File: config.mk
export PLATFORM = sky130hd
export DESIGN_NAME = ssp_div_step
export DESIGN_NICKNAME = d
export VERILOG_FILES = /design/src/hw/rtl/ssp_pkg.sv /design/src/hw/rtl/ssp_div_step.sv
export SDC_FILE = /design/constraint.sdc
export NUM_CORES = 1
export LEC_CHECK = 0
export BUFFER_PORTS_ARGS = -buffer_cell sky130_fd_sc_hd__buf_4
export CAP_MARGIN = 20
export CORE_ASPECT_RATIO = 1.1
export CORE_MARGIN = 10
export CORE_UTILIZATION = 29
export CTS_CLUSTER_DIAMETER = 200
export DETAILED_ROUTE_END_ITERATION = 8
export PLACE_DENSITY = 0.57
export SKIP_LAST_GASP = 1
export SLEW_MARGIN = 20
export SYNTH_ARGS = -nofsm -noshare
export SYNTH_HDL_FRONTEND = slang
export SYNTH_SLANG_ARGS = --single-unit
File: constraint.sdc
create_clock -name clk -period 3.65 [get_ports clk]
set_input_delay 0.365 -clock clk [delete_from_list [all_inputs] [get_ports clk]]
set_output_delay 0.365 -clock clk [all_outputs]
set_load 0.01 [all_outputs]
File: src/hw/rtl/ssp_pkg.sv
// ----------------------------------------------------------------------------
// ssp_pkg
// Shared types and constants for the sprite screen projection pipeline.
// ----------------------------------------------------------------------------
package ssp_pkg;

  localparam int FracBitsDefault = 16;
  localparam int DimW  = 13;                 // screen width / height
  localparam int RemW  = 84;                 // divider dividend and divisor width
  localparam int QcW   = 17;                 // column quotient, top bit is overflow
  localparam int QsW   = 16;                 // size quotient, top bit is overflow
  localparam int DivSteps = 17;
  localparam logic [DimW-1:0] DimMin = 13'd1;
  localparam logic [DimW-1:0] DimMax = 13'd4096;
  localparam logic [DimW-1:0] WidthReset  = 13'd640;
  localparam logic [DimW-1:0] HeightReset = 13'd480;

  typedef enum logic [1:0] {
    STATUS_OK       = 2'd0,
    STATUS_SINGULAR = 2'd1,
    STATUS_NO_DEPTH = 2'd2
  } status_t;

  typedef enum logic [7:0] {
    REG_SCREEN_WIDTH  = 8'd0,
    REG_SCREEN_HEIGHT = 8'd1
  } reg_index_t;

  typedef struct packed {
    logic            valid;
    logic [7:0]      tag;
    status_t         status;
    logic            neg_c;
    logic [RemW-1:0] rem_c;
    logic [RemW-1:0] rem_s;
    logic [RemW-1:0] dv;
    logic [QcW-1:0]  qc;
    logic [QsW-1:0]  qs;
  } ssp_div_t;

endpackage

File: src/hw/rtl/ssp_div_step.sv
// ----------------------------------------------------------------------------
// ssp_div_step
// One restoring division step for the column quotient and, when EN_S is set, the size quotient.
// ----------------------------------------------------------------------------
module ssp_div_step #(
  parameter int SHIFT_C = 0,
  parameter int SHIFT_S = 0,
  parameter bit EN_S    = 1'b1
) (
  input  logic              clk,
  input  logic              rst,
  input  ssp_pkg::ssp_div_t din,
  output ssp_pkg::ssp_div_t dout
);

  logic [ssp_pkg::RemW:0] trial_c, trial_s;

  assign trial_c = {1'b0, din.rem_c} - {1'b0, din.dv << SHIFT_C};
  assign trial_s = {1'b0, din.rem_s} - {1'b0, din.dv << SHIFT_S};

  always_ff @(posedge clk) begin
    if (rst) begin
      dout.valid <= 1'b0;
    end else begin
      dout.valid <= din.valid;
    end
  end

  always_ff @(posedge clk) begin
    dout.tag    <= din.tag;
    dout.status <= din.status;
    dout.neg_c  <= din.neg_c;
    dout.dv     <= din.dv;
    // take the bit when no borrow
    if (!trial_c[ssp_pkg::RemW]) begin
      dout.rem_c <= trial_c[ssp_pkg::RemW-1:0];
      dout.qc    <= din.qc | (ssp_pkg::QcW'(1) << SHIFT_C);
    end else begin
      dout.rem_c <= din.rem_c;
      dout.qc    <= din.qc;
    end
    if (EN_S && !trial_s[ssp_pkg::RemW]) begin
      dout.rem_s <= trial_s[ssp_pkg::RemW-1:0];
      dout.qs    <= din.qs | (ssp_pkg::QsW'(1) << SHIFT_S);
    end else begin
      dout.rem_s <= din.rem_s;
      dout.qs    <= din.qs;
    end
  end

endmodule

== Word-level counts from Yosys, hierarchy flattened ==
Cells that the tools add are included.
Operators by class
  add/subtract/negate cells: 2
  multiplexer cells: 2
Operator list (count)
  $sub A84 B84 Y85: 2
  $mux W84: 2
Word-level totals
  flip-flop bits (word level): 297
  input port bits: 299
  output and inout bits: 297

== Logic depth before layout (Yosys ltp) ==
  word-level depth: 2
  mapped depth: 17
  depth with buffers taken out: 14

== Least setup slack after synthesis ==
No wires, ideal clock.
  kind: input port to flip-flop
  start point: in din[201] in the netlist's numbering
  end point: reg dout[280] in the netlist's numbering
  library setup time: 119 ps
  arrival time: 3232 ps
  slack: 299 ps
  stages: 15
  cells stage by stage: inv_1 -> ha_1 -> fa_1 -> nand2b_1 -> a21oi_1 -> o211a_1 -> o311a_1 -> o21bai_1 -> a2111oi_2 -> nand3b_4 -> nand3_2 -> a21o_2 -> buf_6 -> a2111o_1 -> o221a_2
On the way
  word-level cells in the longest chain between the ends: 2
Ends and longest elaborated chain
  start: declaration: RTL line ssp_div_step.sv:12  | input ssp_pkg::ssp_div_t din,
  $sub A84 B84 Y85: RTL line ssp_div_step.sv:18  | assign trial_c = {1'b0, din.rem_c} - {1'b0, din.dv << SHIFT_C};
  $mux W84: RTL line ssp_div_step.sv:35  | if (!trial_c[ssp_pkg::RemW]) begin
  end: declaration: RTL line ssp_div_step.sv:13  | output ssp_pkg::ssp_div_t dout
Every way passes these cells.
A chain may end at the register's enable or synchronous reset.

== Worst setup path after layout ==
  start point: in din[161] in the netlist's numbering
  end point: reg dout[199] in the netlist's numbering
On the way
  word-level cells in the longest chain between the ends: 2
Ends and longest elaborated chain
  $sub A84 B84 Y85: RTL line ssp_div_step.sv:19  | assign trial_s = {1'b0, din.rem_s} - {1'b0, din.dv << SHIFT_S};
  $mux W84: RTL line ssp_div_step.sv:42  | if (EN_S && !trial_s[ssp_pkg::RemW]) begin
Every way passes these cells.

==> impl_metrics.py <==
metrics = {
    "layout": {
        "area_growth_pct": 60.7,
        "stdcell_area_um2": 29400,
        "largest_register_ffs": 297,
        "nets": 3874,
        "reg_top3": "dout x297",
        "drive_gt1_share_pct": 32.1,
        "final_common_cell": "buf_4",
        "top_register": "dout",
        "layout_common_cells": "985 x buf_4, 321 x nand2_1, 297 x dfxtp_1",
    },
    "worst_setup_path": {
        "path_cells": "dlygate4sd3_1 > buf_4 > ha_1 > nand2_1 > nor2_1 > buf_4 > nand3_1 > o41a_1 > a31o_2 > a21oi_4 > o21a_2 > nor2_4 > buf_4 > or4_1 > nand3_1",
        "crit_fanout": 7,
        "start_kind": "primary input",
        "crit_arrival_ns": 4.03,
        "end_kind": "register",
        "slowest_stage": "dlygate4sd3_1",
        "max_stage_delay_ns": 0.55,
        "critical_path_class": "in -> reg",
        "required_ns": 4.15,
        "cpMostUsedCell": "buf_4",
    },
    "floorplanning": {
        "dieWidth_um": 259,
        "die_area_um2": 73500,
        "ioPinCount": 596,
        "rows": 96,
        "die_h_um": 283,
        "initial_core_util_pct": 29.3,
        "core_um2": 62500,
    },
    "power_and_ir_drop": {
        "power_mw": 12.0,
        "power.density_nw_per_um2": 407,
        "p_seq_share_pct": 32.3,
        "peakVddDrop_mv": 0.312,
        "switchingPower_mw": 4.09,
        "p_leak_nw": 14.3,
        "power_frac_clock_pct": 29.6,
        "internal-power_mw": 7.88,
        "p_sw_share_pct": 34.1,
        "p_comb_share_pct": 38.1,
    },
    "min_path": {
        "hold_class": "in -> reg",
        "whs_path_depth": 3,
    },
    "placed_design": {
        "place_ws_ns": -0.698,
        "dp_hpwl_um": 74100,
        "place.gp.congestion": 0.947,
        "post_dp_cell_area_um2": 26300,
        "numPortBuffers": 595,
    },
    "detailed_routing": {
        "antenna_left": 0,
        "vias_per_cell": 4.91,
        "dr.pass1.iters": 5,
        "routedWlPerCell_um": 20.8,
        "vias": 20969,
        "drc": 0,
        "wl_um": 88900,
        "drt_iter0_markers": 1065,
    },
    "timing": {
        "timing.fmax_ghz": 0.283,
        "drv_slew": 0,
        "worst_slew_pin_slew_ns": 0.684,
        "fin_crit_ns": 3.53,
        "setup-violations-final": 0,
        "hold-worst-slack_ns": 0.0267,
        "final.setup.worst_slack_ns": 0.121,
        "fin_crit_sh_pct": 96.7,
        "rsz0062_at_grt": "false",
        "max_slew_margin_pct": 54.4,
        "hold_viol": 0,
    },
    "run_status": {
        "status": "completed",
    },
    "logic_synthesis": {
        "syn_nets": 2780,
        "synth_ff_type": "dfxtp_1",
        "netlist_instances": 2311,
        "ys_seq_area_share_pct": 32.5,
        "ys_seq_elements": 297,
        "synthMuxAreaShare_pct": 0.479,
        "synth_xor_area_share_pct": 7.18,
        "synth_area_um2": 18300,
        "synth_top_family_by_area": "compound AO/OA/AOI/OAI gates",
        "synth_edf_count": 0,
        "async_flop_share_pct": 0,
        "synth.distinct_cells": 82,
        "synthAdderAreaFrac_pct": 11.7,
        "yosysWarnings": 0,
        "syn_area_per_cell_um2": 7.92,
        "synth-simple-area-share_pct": 16.6,
        "synth_compound_area_share_pct": 26.1,
    },
    "global_route": {
        "grt_pass1_wl_um": 131000,
        "grt_pass1_vias": 21788,
        "gr-usage-all-layers_pct": 22.8,
        "grt_start_max_net_pins": 69,
        "antenna_found_initial": 4,
        "grt-ovfl-total": 0,
    },
    "clocking": {
        "cts-root-buf": "clkbuf_16",
        "clk_pin_slew_ns": 0.06,
        "numCtsBuffers": 36,
        "cts.path.max_buffers": 3,
        "cts_tree": "yes",
        "htree_levels": 2,
        "clock_sinks": 297,
    },
    "run": {
        "cap_violations": 0,
    },
}
==> critical path: cells and delay by family <==
family / cells / cell delay, ns
AO/OA/AOI/OAI: 4 / 1.26
AND/OR/NAND/NOR: 6 / 1.10
buffers and inverters: 4 / 1.00
adder cells (fa/ha/maj): 1 / 0.31
==> power groups by stage <==
stage               clock (mW)  sequential (mW)  combinational [mW]
finish                    3.55             3.86                4.56
global route              3.76             3.89                4.96
CTS                       3.64             3.86                4.54
detailed placement           0             3.92                4.35
global placement             0             3.94                4.34
floorplan                    0             4.07                1.86
==> cell families (layout without fill, tap and decap cells) <==
logic type	Yosys count	after routing
AOI/OAI and AO/OA	773	774
xor gates and xnor gates	150	150
adders and majority gates	170	170
buffers and inverters	244	1362
DFF	297	297
muxes	8	8
other	0	3
and+or+nand+nor	669	670
==> synthesized netlist by cell type (10+ instances only) <==
library cell	n	area [um^2]
ha_1	168	2100
o21a_1	24	180
nand3_1	24	120
dfxtp_1	297	5950
a31oi_1	18	113
a21boi_0	11	82.6
xnor2_1	87	762
inv_1	129	484
o31ai_1	24	180
a211oi_1	10	75.1
nor3_1	27	135
nand2_1	322	1210
nand2b_1	19	119
clkbuf_1	80	300
a21o_1	97	728
nor2_1	130	488
o21ai_0	242	1210
a21oi_1	208	1040
xor2_1	63	552
buf_2	30	150
o21ai_1	11	55.1
nor2b_1	14	87.6
nand4_1	68	425
o211ai_1	15	113
and3_1	19	119
o21bai_1	37	278
==> path summary, 6_finish.rpt <==
| path | end | from | slack [ns] |
|---|---|---|---|
| setup / recovery | dout[199]$_DFF_P_ | din[161] | 0.12 |
| hold / removal | dout[175]$_DFF_P_ | din[175] | 0.03 |
==> cell type report <==
| cell class | instances | area, um^2 |
|---|---|---|
| clock buffers | 46 | 948 |
| well taps | 833 | 1040 |
| clock inverters | 18 | 185 |
| multi-input cells | 1772 | 11500 |
| diodes | 3 | 7.51 |
| inverters | 129 | 484 |
| flip-flops and latches | 297 | 5950 |
| fillers | 6160 | 33100 |
| repair buffers | 1169 | 9290 |
==> per-layer routing <==
metal / track usage, % / wire, um / vias to the layer above
li1: - / - / 10385
met1: 26.0 / 35700 / 9814
met2: 41.7 / 44800 / 652
met3: 4.83 / 5710 / 116
met4: 6.76 / 2660 / 2
met5: 0 / 13 / -
==> per-stage QoR <==
stage	TNS, ns	util, %	instances
after floorplan	0	-	2311
final	0	47.1	4267
after global placement	-55.64	42.1	4013
after global routing	0	47.1	4267
after CTS	-0.273	46.8	4257
after detailed placement	-70.30	42.1	4013
==> timing repair <==
item / 4_1_cts / 5_1_grt
hold buffers: 179 / 0
endpoints found under the hold margin: 179 / 0
cloned: 1 / 1
pin swaps: 1 / 3
endpoints found under the setup margin: 53 / 141
resized for setup: 0 / 25
buffers inserted: 0 / 6
(Power assumes the default switching activity.)
