[src/hw/rtl/ssp_pkg.sv]
// ----------------------------------------------------------------------------
// ssp_pkg
// Shared types and constants for the sprite screen projection pipeline.
// ----------------------------------------------------------------------------
package ssp_pkg;

  localparam int FracBitsDefault = 16;
  localparam int DimW  = 13;                 // screen width / height
  localparam int RemW  = 84;                 // divider dividend and divisor width
  localparam int QcW   = 17;                 // column quotient, top bit is overflow
  localparam int QsW   = 16;                 // size quotient, top bit is overflow
  localparam int DivSteps = 17;
  localparam logic [DimW-1:0] DimMin = 13'd1;
  localparam logic [DimW-1:0] DimMax = 13'd4096;
  localparam logic [DimW-1:0] WidthReset  = 13'd640;
  localparam logic [DimW-1:0] HeightReset = 13'd480;

  typedef enum logic [1:0] {
    STATUS_OK       = 2'd0,
    STATUS_SINGULAR = 2'd1,
    STATUS_NO_DEPTH = 2'd2
  } status_t;

  typedef enum logic [7:0] {
    REG_SCREEN_WIDTH  = 8'd0,
    REG_SCREEN_HEIGHT = 8'd1
  } reg_index_t;

  typedef struct packed {
    logic            valid;
    logic [7:0]      tag;
    status_t         status;
    logic            neg_c;
    logic [RemW-1:0] rem_c;
    logic [RemW-1:0] rem_s;
    logic [RemW-1:0] dv;
    logic [QcW-1:0]  qc;
    logic [QsW-1:0]  qs;
  } ssp_div_t;

endpackage

[src/hw/rtl/ssp_back.sv]
// ----------------------------------------------------------------------------
// ssp_back
// Saturates the quotients, then forms the clamped draw bounds. Two stages.
// ----------------------------------------------------------------------------
module ssp_back (
  input  logic              clk,
  input  logic              rst,
  input  ssp_pkg::ssp_div_t din,
  input  logic [12:0]       scr_w,
  input  logic [12:0]       scr_h,
  output logic              done,
  output logic [7:0]        sprite_tag,
  output logic signed [15:0] screen_column,
  output logic [14:0]       sprite_size,
  output logic [11:0]       row_start,
  output logic [11:0]       row_end,
  output logic [14:0]       column_first,
  output logic signed [15:0] column_last,
  output logic signed [15:0] column_before,
  output logic [1:0]        status
);

  logic               vld1;
  logic [7:0]         tag1;
  ssp_pkg::status_t   st1;
  logic signed [15:0] col1, col_next;
  logic [14:0]        size1, size_next;

  logic [13:0]        half_s;
  logic [11:0]        half_h;
  logic signed [17:0] rs, cf, cl;
  logic [14:0]        re;
  logic [11:0]        rs_c, re_c;
  logic [14:0]        cf_c;
  logic signed [15:0] cl_c;
  logic               ok;

  always_comb begin
    if (din.neg_c) begin
      if (din.qc > 17'd32768) col_next = 16'sh8000;
      else col_next = 16'(-$signed({1'b0, din.qc}));
    end else begin
      if (din.qc > 17'd32767) col_next = 16'sh7FFF;
      else col_next = din.qc[15:0];
    end
    size_next = din.qs[15] ? 15'h7FFF : din.qs[14:0];
  end

  always_ff @(posedge clk) begin
    if (rst) begin
      vld1 <= 1'b0;
      done <= 1'b0;
    end else begin
      vld1 <= din.valid;
      done <= vld1;
    end
  end

  always_comb begin
    half_s = size1[14:1];
    half_h = scr_h[12:1];
    rs = $signed(18'(half_h)) - $signed(18'(half_s));
    re = 15'(half_s) + 15'(half_h);
    cf = 18'(col1) - $signed(18'(half_s));
    cl = 18'(col1) + $signed(18'(half_s));
    rs_c = rs[17] ? 12'd0 : rs[11:0];
    re_c = (re >= 15'(scr_h)) ? 12'(scr_h - 13'd1) : re[11:0];
    cf_c = cf[17] ? 15'd0 : cf[14:0];
    cl_c = (cl >= $signed(18'(scr_w))) ? 16'(scr_w - 13'd1) : cl[15:0];
    ok   = (st1 == ssp_pkg::STATUS_OK);
  end

  always_ff @(posedge clk) begin
    tag1  <= din.tag;
    st1   <= din.status;
    col1  <= col_next;
    size1 <= size_next;

    sprite_tag    <= tag1;
    status        <= st1;
    screen_column <= ok ? col1 : '0;
    sprite_size   <= ok ? size1 : '0;
    row_start     <= ok ? rs_c : '0;
    row_end       <= ok ? re_c : '0;
    column_first  <= ok ? cf_c : '0;
    column_last   <= ok ? cl_c : '0;
    column_before <= ok ? 16'(cf_c) - 16'sd1 : '0;
  end

endmodule

[config.mk]
export PLATFORM = sky130hd
export DESIGN_NAME = ssp_back
export DESIGN_NICKNAME = d
export VERILOG_FILES = /design/src/hw/rtl/ssp_pkg.sv /design/src/hw/rtl/ssp_back.sv
export SDC_FILE = /design/constraint.sdc
export NUM_CORES = 1
export LEC_CHECK = 0
export BUFFER_PORTS_ARGS = -buffer_cell sky130_fd_sc_hd__buf_2
export CAP_MARGIN = 20
export CORE_MARGIN = 3
export CORE_UTILIZATION = 27
export DETAILED_ROUTE_END_ITERATION = 7
export PLACE_DENSITY = 0.5
export SLEW_MARGIN = 20
export SYNTH_ARGS = -nofsm -noshare
export SYNTH_HDL_FRONTEND = slang
export SYNTH_SLANG_ARGS = --single-unit
[constraint.sdc]
create_clock -name clk -period 7.4 [get_ports clk]
set_clock_uncertainty 0.05 [all_clocks]
set_input_delay 2.22 -clock clk [delete_from_list [all_inputs] [get_ports clk]]
set_output_delay 2.22 -clock clk [all_outputs]
set_load 0.03 [all_outputs]
[Yosys cells after proc, flatten, opt, wreduce, memory -nomap -nowiden]
Index checks and enable logic that the tools add are counted.
Word-level totals
  output and inout bits: 113
  register bits after elaboration: 155
  input port bits: 325
  word-level logic and storage cells: 36
Operators by class
  bitwise operators: 1
  add/subtract/negate cells: 8
  muxes and demuxes: 6
  $lt $le $gt $ge: 4
  reduce and logical (&&, ||, !) cells: 2
Operator list (number)
  $mux 16: 4
  $add 16x15->17: 1
  $ge 17x14->1: 1
  $gt 17x15->1 const B: 1
  $gt 17x16->1 const B: 1
  $sub 16x15->17: 1
  $neg 16->16: 1
  $sub 15x1->16 const B: 1
  $add 14x12->15: 1
  $ge 15x13->1: 1
  $mux 15: 1
  $sub 12x14->15: 1
  $sub 13x1->14 const B: 1
  $mux 12: 1
  $sub 12x1->12 const B: 1
  $logic_not 2->1: 1
  $reduce_or 2->1: 1
  $not 1->1: 1

[Depth between registers and ports, before layout]
Gate-level depths: netlist (run 1).
  depth in word-level cells: 3
  gate-level depth with buffers: 20
  gate-level depth less buffers: 17

[Least setup slack after synthesis (run 1)]
OpenSTA, ideal clock, no wires.
  path type: in2reg
  start: input port scr_h[1]
  end: register row_end[11]
  path slack: 2.355 ns
  buffers on the path: 1
  cell stages on the path: 14
  required time: 7.278 ns
  library setup time: 0.072 ns
  data arrival time: 4.923 ns
  cells stage by stage: ha_1 > nor2b_1 > o311ai_0 > a211oi_1 > o311a_1 > nor2_1 > xor2_1 > ha_1 > nor2b_1 > o21ai_0 > a31oi_1 > nor3_1 > buf_2 > mux2i_1
Between the ends
  longest elaborated chain between the ends: 3
  elaborated cells on any way between the ends: 4
  classes of those cells: add/sub (2); order compare (1); mux (1)
RTL lines
  start, declared: line ssp_back.sv:10  | input logic [12:0] scr_h,
  $add 14x12->15: line ssp_back.sv:63  | re = 15'(half_s) + 15'(half_h);
  $ge 15x13->1: line ssp_back.sv:67  | re_c = (re >= 15'(scr_h)) ? 12'(scr_h - 13'd1) : re[11:0];
  $mux 12 *: line ssp_back.sv:67
  end signal, assigned: line ssp_back.sv:84  | row_end <= ok ? re_c : '0;
  end, declared: line ssp_back.sv:16  | output logic [11:0] row_end,
Every way passes the cells marked *; elsewhere a longest branch is shown, timed or not.
A chain may end at the register's enable or synchronous reset.

[Final worst setup path (run 1)]
  start: input port scr_h[1]
  end: register row_end[8]
The elaborated chain is that of the path after synthesis.

==> run metrics, run 1 <==
Post-DP HPWL 20.8 mm; reg-to-reg slack, setup 2.20 ns; Synth area leaders dfxtp_1 36%, ha_1 12%, xnor2_1 4.9%, nor2_1 3.8%, nand2_1 3.7%; R2R cell count 15; final setup margin 2.08 ns; cell total after placement 1559; CTS H-tree depth 4; CP Launch Type input pin; HP Start tag1[3]$_DFF_P_; outcome completed; CP Max Fanout 10; Hold Vio Cnt, Final 0; clk buf depth 2; vias in the first global route 7294; CP bufs+invs 2; syn avg cell area 8.54 um^2; cts hold-fix bufs 0; Detailed Routing Iterations Pass 1 5; WL/cell 16.7 um; row cnt 64; Port Buf Inserts 185; Post-Syn Nets 1425; critical path type input pin to flip-flop; TritonCTS buffer count 17; Post-DRT Antenna Nets 0; grt total ovfl 0; area of the core 31100 um^2; crit path capture type flip-flop; RePlAce Congestion 0.844; clk_lat worst skew 0.43 ns; Yosys top cell area share 35.9%; area grow syn2layout 21.1%; Initial DRC Count 506; ant diodes 0; Cell Area, Synth 8650 um^2; # Max-Cap Violations 0; clock-pin slew on the worst setup and hold paths 0.06 ns; Starting Density 27.9%; path type of the worst min-delay path flip-flop to flip-flop; maximum VDD drop 0.000154 V; Fillers 3323; Pins Over Slew Limit 0; Pwr Density 234 nW/um^2; share of cells above drive strength 1 21.7%; worst reg2reg path startpoint size1[1]$_SDFF_PP1_; critical path, cell by cell buf_2, ha_1, fa_1, nor2b_1, o21ai_0, a31oi_1, a21oi_1, o21ai_0, xnor2_1, ha_1, nand4_1, nor2_1, o21ai_0, a31oi_1, nor3_1, buf_4, mux2i_1; CP max stage cell fa_1; Final TNS setup 0 ns; asr flop ratio synth 0%; WHS 0.276 ns; final worst path period share 71.8%; vias per inst 4.76; TritonCTS clock tree done; leak pwr 4.89 nW; largest net degree at the start of global routing 72; DRC 0; initial antenna violation count 0; CTS Root Cell clkbuf_16; hold path depth 0; Setup-failing EPs final 0; CP Data Required Time 7.70 ns; #FFs+latches synth 155; count of clock tree sinks 155; Worst-Margin Slew 1.06 ns; Period minus WS final 5.32 ns; Rel. slew slack 28.8%; WL final 26.6 mm; Mapped Cells 1013; most used cell, CP o21ai_0; Die H 185 um; die width 185 um; largest delay contributor family on the critical path compound AO/OA/AOI/OAI gates; library cells used by synthesis 73; Primary FF master, synth dfxtp_1; Setup Buffers After CTS 0; Layout Cells excl Fill 1591; via count 7578; r2r endpoint column_last[15]$_SDFF_PP0_; Max Fclk 0.188 GHz; total track usage 15.4%; Ports 438; fin nets 1594; post-synth top area cell dfxtp_1; EDFF count, synth 0; Arr. time, crit path 5.61 ns; unrepaired setup endpoints after global routing no; Worst Hold Endpoint sprite_tag[3]$_DFF_P_; die area 34200 um^2; post-synthesis sequential area ratio 35.9%; synth warn 0; Crit path largest cell delay 0.40 ns; post-placement setup slack 1.65 ns; first-pass GRT wire length 41.0 mm; CTS resizes 0
-- worst reg2reg max path: stages, from the launching register on --
cell and delay [ns]:
dfxtp_1 0.46, ha_1 0.29, fa_1 0.40, nor2b_1 0.16
o21a_1 0.20, or4_1 0.52, a31oi_1 0.23, xnor2_1 0.27
ha_1 0.35, a2111oi_0 0.44, o31ai_1 0.13, o32a_1 0.36
nor2b_1 0.13, and4_4 0.23, or3_1 0.64, o2bb2ai_1 0.20
-- cell usage in the layout, fill, tap and decap left out, types with 4 or more instances in the layout --
cell        synthesis  routed
a2111oi_0           4       4
a211oi_1            6       6
a21o_1              6       6
a21oi_1            45      45
a31oi_1             9       9
and2_1             18      18
and3_1             14      14
buf_2               4     185
buf_4               0       4
clkbuf_16           0      17
clkinvlp_4          0       5
dfxtp_1           155     155
fa_1                4       4
ha_1               83      83
inv_1              73      73
inv_6               0       5
mux2i_1            24      24
nand2_1            85      85
nand2b_1           11      11
nand3_1            18      18
nand4_1            11      11
nor2_1             87      86
nor2b_1            22      22
nor3_1             40      40
nor4_1              8       8
o211ai_1            4       4
o21a_1             12      12
o21ai_0            51      51
o21bai_1            5       5
o311ai_0            8       8
o31ai_1             5       4
or2_2              24      24
or3_1              23      23
or4_1               5       5
xnor2_1            48      48
xor2_1             14      14
-- report_power, final --
group          switching [W]  leakage [nW]  total, W  internal, W
combinational       0.000455          3.35  0.000719     0.000264
sequential         0.0000308          1.28  0.000921     0.000890
clock               0.000380         0.253  0.000813     0.000434
-- per-layer routing --
metal	up-vias	GRT usage [%]	routed length (um)
li1	3844	-	-
met1	3464	22.9	13800
met2	256	22.8	10900
met3	14	3.55	1620
met4	0	3.36	221
met5	-	0	0
-- flip-flops by register name (all words and copies together), names as in the netlist --
| register | flops |
|---|---|
| vld1 | 1 |
| col1 | 16 |
| row_end | 12 |
| sprite_size | 15 |
| done | 1 |
| status | 2 |
| column_before | 16 |
| size1 | 15 |
| row_start | 12 |
| st1 | 2 |
| column_last | 16 |
| screen_column | 16 |
| sprite_tag | 8 |
| tag1 | 8 |
| column_first | 15 |
-- synthesized netlist by cell type, types with 5 or more instances --
library cell and instances:
a211oi_1 6, a21o_1 6, a21oi_1 45, a31oi_1 9
and2_1 18, and3_1 14, clkbuf_1 32, dfxtp_1 155
ha_1 83, inv_1 73, mux2i_1 24, nand2_1 85
nand2b_1 11, nand3_1 18, nand4_1 11, nor2_1 87
nor2b_1 22, nor3_1 40, nor4_1 8, o21a_1 12
o21ai_0 51, o21bai_1 5, o311ai_0 8, o31ai_1 5
or2_2 24, or3_1 23, or4_1 5, xnor2_1 48
xor2_1 14
-- cell type report --
cell class	instances	area, um^2	area share [%]
Multi-Input combinational cell	746	5110	48.8
Inverter	73	274	2.61
Timing Repair Buffer	189	956	9.12
Sequential cell	155	3100	29.6
Tap cell	396	495	4.73
Clock buffer	17	425	4.06
Clock inverter	15	118	1.12
-- stage by stage --
step | total power (W) | utilization [%] | cell area, um^2
6_report | 0.00245 | 33.7 | 10500
5_1_grt | 0.00260 | 33.7 | 10500
4_1_cts | 0.00248 | 33.7 | 10500
3_5_place_dp | 0.00165 | 32.0 | 9940
3_3_place_gp | 0.00165 | 32.0 | 9940
2_1_floorplan | 0.00145 | - | 8650
-- cells by family (layout without fill, tap and decap cells) --
family | count (synthesis) | count (layout) | share of synthesized area, %
compound gates | 186 | 186 | 13.9
xor+xnor | 62 | 62 | 6.28
fa+ha+maj | 87 | 87 | 12.9
buf+inv | 112 | 294 | 5.22
flops | 155 | 155 | 35.9
mux | 25 | 25 | 2.91
simple gates | 386 | 386 | 22.9
-- worst max-delay path by stage --
stage                              from                         to  slack [ns]  cells after the start
floorplan                      scr_h[1]     row_end[11]$_SDFF_PP0_        2.35                     14
global placement               scr_h[1]      row_end[8]$_SDFF_PP0_        1.61                     17
detailed placement             scr_h[1]      row_end[9]$_SDFF_PP0_        1.65                     17
CTS                            scr_h[1]      row_end[2]$_SDFF_PP0_        2.10                     17
global route        size1[1]$_SDFF_PP1_  column_last[7]$_SDFF_PP0_        1.79                     15
finish                         scr_h[1]      row_end[8]$_SDFF_PP0_        2.08                     17
No activity file was read; power rests on OpenSTA's default activity.
==> inputs of run 2 (changes only) <==
- ABC_AREA: default -> 1
- PLACE_DENSITY: 0.5 -> 0.51
- clock period: 7.4 -> 4.3 ns (I/O delays scaled with it)
==> run 2 against run 1 <==
Against the previous run:
- worst setup slack got worse by 1.9 ns
- die area increased by 7.6%
- first-iteration DRC count decreased by 12%
- synthesized cell count increased by 27%
- register-to-register slack got worse by 1.8 ns
- combinational power increased by 110%
- routed wire length increased by 13%
- critical endpoint is now row_end[1]$_SDFF_PP0_
- highest routed layer unchanged
==> run metrics, run 2 <==
outcome completed; total track usage 16.4%; Starting Density 27.6%; hold path depth 0; most numerous cell in the Yosys netlist nand2_1; Setup-failing EPs final 0; clk buf depth 2; via count 8662; Post-Syn Nets 1695; Period minus WS final 4.13 ns; Final TNS setup 0 ns; vias per inst 4.39; Pins Over Slew Limit 0; Worst Hold Endpoint sprite_tag[6]$_DFF_P_; WHS 0.277 ns; Highest Signal Layer met4; fin nets 1926; Worst-Margin Slew 0.757 ns; CP Launch Type input pin; Met1 Routed Length 16.5 mm; largest net degree at the start of global routing 41; CTS Root Cell clkbuf_16; HP Start tag1[6]$_DFF_P_; R2R cell count 21; EDFF count, synth 0; Synth area leaders dfxtp_1 33%, ha_1 11%, nand2_1 9.8%, inv_1 7.0%, nor2_1 6.8%; clk_lat worst skew 0.45 ns; CP Data Required Time 4.61 ns; Rel. slew slack 49.5%; leak pwr 6.17 nW; TritonCTS buffer count 17; first-pass GRT wire length 46.1 mm; path type of the worst min-delay path flip-flop to flip-flop; Layout Cells excl Fill 1974; cell total after placement 1942; post-synthesis sequential area ratio 33.2%; Yosys top cell area share 33.2%; DRC 0; die width 192 um; r2r endpoint column_last[0]$_SDFF_PP0_; post-synth top area cell dfxtp_1; Die H 192 um; die area 36800 um^2; WL final 30.0 mm; Max Fclk 0.242 GHz; Primary FF master, synth dfxtp_1; area grow syn2layout 25.7%; clock-pin slew on the worst setup and hold paths 0.06 ns; Post-DRT Antenna Nets 0; library cells used by synthesis 51; Mapped Cells 1283; row cnt 67; initial antenna violation count 3; share of cells above drive strength 1 24.5%; final worst path period share 96.2%; # Max-Cap Violations 0; vias in the first global route 8241; unrepaired setup endpoints after global routing no; Arr. time, crit path 4.45 ns; maximum VDD drop 0.000284 V; Post-DP HPWL 24.7 mm; RePlAce Congestion 0.885; area of the core 33800 um^2; commonest non-fill, non-tap cell in the layout nand2_1; reg-to-reg slack, setup 0.39 ns; CP Max Fanout 8; final core occ 34.7%; count of clock tree sinks 155; asr flop ratio synth 0%; Hold Vio Cnt, Final 0; crit path capture type flip-flop; ant diodes 0; #FFs+latches synth 155; TritonCTS clock tree done; Initial DRC Count 444; met2 WL post-DR 11.7 mm; critical path type input pin to flip-flop; Cell Area, Synth 9330 um^2; synth cell count leaders 244 x nand2_1, 175 x inv_1, 169 x nor2_1; synth warn 0; CTS H-tree depth 4; final setup margin 0.165 ns; grt total ovfl 0; Port Buf Inserts 185; worst reg2reg path startpoint size1[7]$_SDFF_PP1_; WL/cell 15.2 um; Pwr Density 391 nW/um^2; Ports 438; syn avg cell area 7.28 um^2; WL met3 1.59 mm; post-placement setup slack -0.287 ns; Detailed Routing Iterations Pass 1 5; most frequent cells in the layout 243 x nand2_1, 185 x buf_2, 175 x inv_1
==> run 2: cell types whose count changed in the layout (fill, tap and decap cells not counted), sizes merged, moves of 23 or more <==
cell | previous run | this run
nand2 | 85 | 262
nand4 | 11 | 40
buf | 189 | 246
or3 | 23 | 0
nor2 | 87 | 185
a21oi | 45 | 76
nand3 | 18 | 82
nor2b | 23 | 0
mux2i | 24 | 0
xnor2 | 48 | 5
inv | 78 | 194
xor2 | 14 | 53
==> run 2: kinds of logic after synthesis <==
| family | Yosys count | synth area share [%] |
|---|---|---|
| compound gates | 139 | 8.69 |
| xor+xnor | 58 | 5.44 |
| fa+ha+maj | 87 | 12.0 |
| buf+inv | 224 | 9.79 |
| flops | 155 | 33.2 |
| simple gates | 620 | 30.9 |
==> run 2: final cells by class <==
class	instances	area [um^2]
Fill cell	3666	22000
Sequential cell	155	3100
Multi-Input combinational cell	904	5360
Clock inverter	11	134
Inverter	190	713
Tap cell	448	561
Timing Repair Buffer	246	1410
Clock buffer	20	457
==> run 2: timing repair <==
| action | in CTS | in global routing |
|---|---|---|
| endpoints found under the setup margin | 0 | 21 |
| buffers inserted | 0 | 1 |
| resized for setup | 0 | 11 |
| hold endpoints to repair | 0 | 0 |
| hold buffers | 0 | 0 |
==> run 2: where the power goes <==
group / switching [W] / internal, W
registers: 0.0000476 / 0.00153
logic: 0.000959 / 0.000522
clock network: 0.000640 / 0.000891
==> run 2: routing by layer <==
metal	global-route usage [%]	vias up
met3	3.43	17
met4	3.70	0
met2	22.8	230
met1	25.5	3870
met5	0	-
li1	-	4545
==> run 2: how the worst max path moves through the flow <==
stage	startpoint	end	slack, ns	cells after the start
after floorplan	scr_h[9]	row_end[3]$_SDFF_PP0_	0.32	21
after global placement	scr_h[9]	row_end[8]$_SDFF_PP0_	-0.32	22
after detailed placement	scr_h[9]	row_end[6]$_SDFF_PP0_	-0.29	21
after CTS	scr_h[9]	row_end[6]$_SDFF_PP0_	0.16	21
after global routing	scr_h[9]	row_end[1]$_SDFF_PP0_	0.02	23
final	scr_h[9]	row_end[1]$_SDFF_PP0_	0.17	23
==> run 2: critical path, cell delays in order <==
cell and delay (ns):
buf_2 0.13, ha_1 0.32, buf_4 0.19, nor2_4 0.09, inv_2 0.04, nor2_2 0.10
nand4_1 0.17, nand3_2 0.13, nand2_1 0.06, nand2_1 0.07, xor2_1 0.22, inv_1 0.07
ha_1 0.34, nand2_1 0.08, nor4_2 0.32, nand2_1 0.09, nand2_1 0.09, nand2_1 0.09
buf_4 0.18, buf_12 0.13, nand4_1 0.07, nand2_1 0.05, nor2_1 0.13
==> run 2: stage by stage <==
stage | total power [W] | area (um^2)
finish | 0.00458 | 11700
global route | 0.00490 | 11700
CTS | 0.00464 | 11700
detailed placement | 0.00307 | 11100
global placement | 0.00306 | 11100
floorplan | 0.00260 | 9330
==> inputs of run 3 (changes only) <==
- CORE_AREA: default -> 3 3 170 172
- CORE_MARGIN: 3 -> default
- CORE_UTILIZATION: 27 -> default
- DIE_AREA: default -> 0 0 173 175
- PLACE_DENSITY: 0.51 -> 0.61
==> run 3 against run 2 <==
Against the previous run:
- sequential share of layout area increased by 0.22 points
- worst setup slack improved by 0.13 ns
- routed wire length decreased by 5.5%
- combinational power about the same
- register-to-register slack got worse by 0.02 ns
- die area decreased by 18%
- sequential power about the same
- critical path depth decreased by 1
- sequential cell count unchanged
- highest routed layer unchanged
==> run metrics, run 3 (synthesis results as in run 2) <==
Post-DRT Antenna Nets 0; Setup-failing EPs final 0; most frequent cells in the layout 244 x nand2_1, 185 x buf_2, 175 x inv_1; CP max stage cell fa_1; DRC 0; Initial DRC Count 583; Crit path largest cell delay 0.48 ns; initial antenna violation count 1; area grow syn2layout 24.7%; RePlAce Congestion 0.934; largest net degree at the start of global routing 37; path type of the worst min-delay path flip-flop to flip-flop; final worst path period share 93.1%; WL final 28.4 mm; die width 173 um; most used cell, CP nand2_1; # Max-Cap Violations 0; clock-pin slew on the worst setup and hold paths 0.07 ns; final setup margin 0.299 ns; CP bufs+invs 4; CP Launch Type input pin; largest delay contributor family on the critical path simple AND/OR/NAND/NOR gates; clk buf depth 2; Design Area, Final 11600 um^2; row cnt 61; critical path, cell by cell buf_2, ha_1, fa_1, nand3_1, nand2_1, nand3_1, nand2_1, xor2_2, inv_1, ha_1, a21oi_1, nor3_1, nor2_1, nand3_1, nand2_1, nand2_1, nand2_1, inv_1, nor2_4, buf_12, nor2_1, nor2_1; Final TNS setup 0 ns; ant diodes 0; via count 8755; Arr. time, crit path 4.31 ns; total track usage 18.6%; Pins Over Slew Limit 0; TritonCTS buffer count 17; Detailed Routing Iterations Pass 1 5; Post-DP HPWL 23.1 mm; CP Data Required Time 4.61 ns; area of the core 27600 um^2; count of clock tree sinks 155; Max Fclk 0.250 GHz; vias in the first global route 8371; Ports 438; Port Buf Inserts 185; TritonCTS clock tree done; CP Max Fanout 7; share of cells above drive strength 1 24.1%; Rel. slew slack 32.2%; critical path type input pin to flip-flop; Hold Vio Cnt, Final 0; fin nets 1925; first-pass GRT wire length 44.7 mm; leak pwr 6.18 nW; clk_lat worst skew 0.43 ns; Die H 175 um; vias per inst 4.60; CTS H-tree depth 4; commonest non-fill, non-tap cell in the layout nand2_1; maximum VDD drop 0.000202 V; Pwr Density 396 nW/um^2; grt total ovfl 0; die area 30300 um^2; crit path capture type flip-flop; Starting Density 33.8%; post-placement setup slack -0.271 ns; Worst-Margin Slew 1.02 ns; outcome completed; dpl cell area 11000 um^2; final core occ 42.1%; Period minus WS final 4.00 ns; WL/cell 14.9 um; CTS Root Cell clkbuf_16; unrepaired setup endpoints after global routing no
run 3: cell type report:
class,count,area [um^2]
Fill cell,2882,16000
Multi-Input combinational cell,904,5350
Sequential cell,155,3100
Timing Repair Buffer,245,1390
Inverter,190,713
Tap cell,378,473
Clock buffer,17,425
Clock inverter,15,180
run 3: timing repair:
action / CTS / global route
hold endpoints to repair: 0 / 0
hold buffers: 0 / 0
buffers inserted: 0 / 1
gates resized for setup: 0 / 6
setup endpoints to repair: 0 / 13
run 3: path summary, 6_finish.rpt:
check,cells past startpoint,slack (ns),to,from
setup / recovery,22,0.30,row_end[3]$_SDFF_PP0_,scr_h[1]
hold / removal,0,0.28,sprite_tag[3]$_DFF_P_,tag1[3]$_DFF_P_
setup reg to reg,21,0.37,column_last[9]$_SDFF_PP0_,size1[3]$_SDFF_PP1_
hold reg to reg,0,0.28,sprite_tag[3]$_DFF_P_,tag1[3]$_DFF_P_
run 3: report_power, final:
part           internal [W]  leakage [nW]  total, W  switching (W)
registers           0.00152          1.28   0.00157      0.0000479
clock network      0.000882         0.303   0.00158       0.000693
logic              0.000513          4.59   0.00145       0.000942
run 3: through the flow:
step | power (W) | hold WS, ns | instances
after floorplan | 0.00260 | 0.260 | 1283
final | 0.00460 | 0.280 | 1904
after global routing | 0.00489 | 0.286 | 1904
after detailed placement | 0.00304 | 0.262 | 1871
after CTS | 0.00463 | 0.280 | 1903
after global placement | 0.00303 | 0.260 | 1871
run 3: layer usage:
metal  vias up  routed length (um)  track usage (%)
li1       4546                   -                -
met5         -                   0                0
met2       251               11000             26.1
met1      3930               15500             28.9
met3        28                1390             2.91
met4         0                 487             5.30
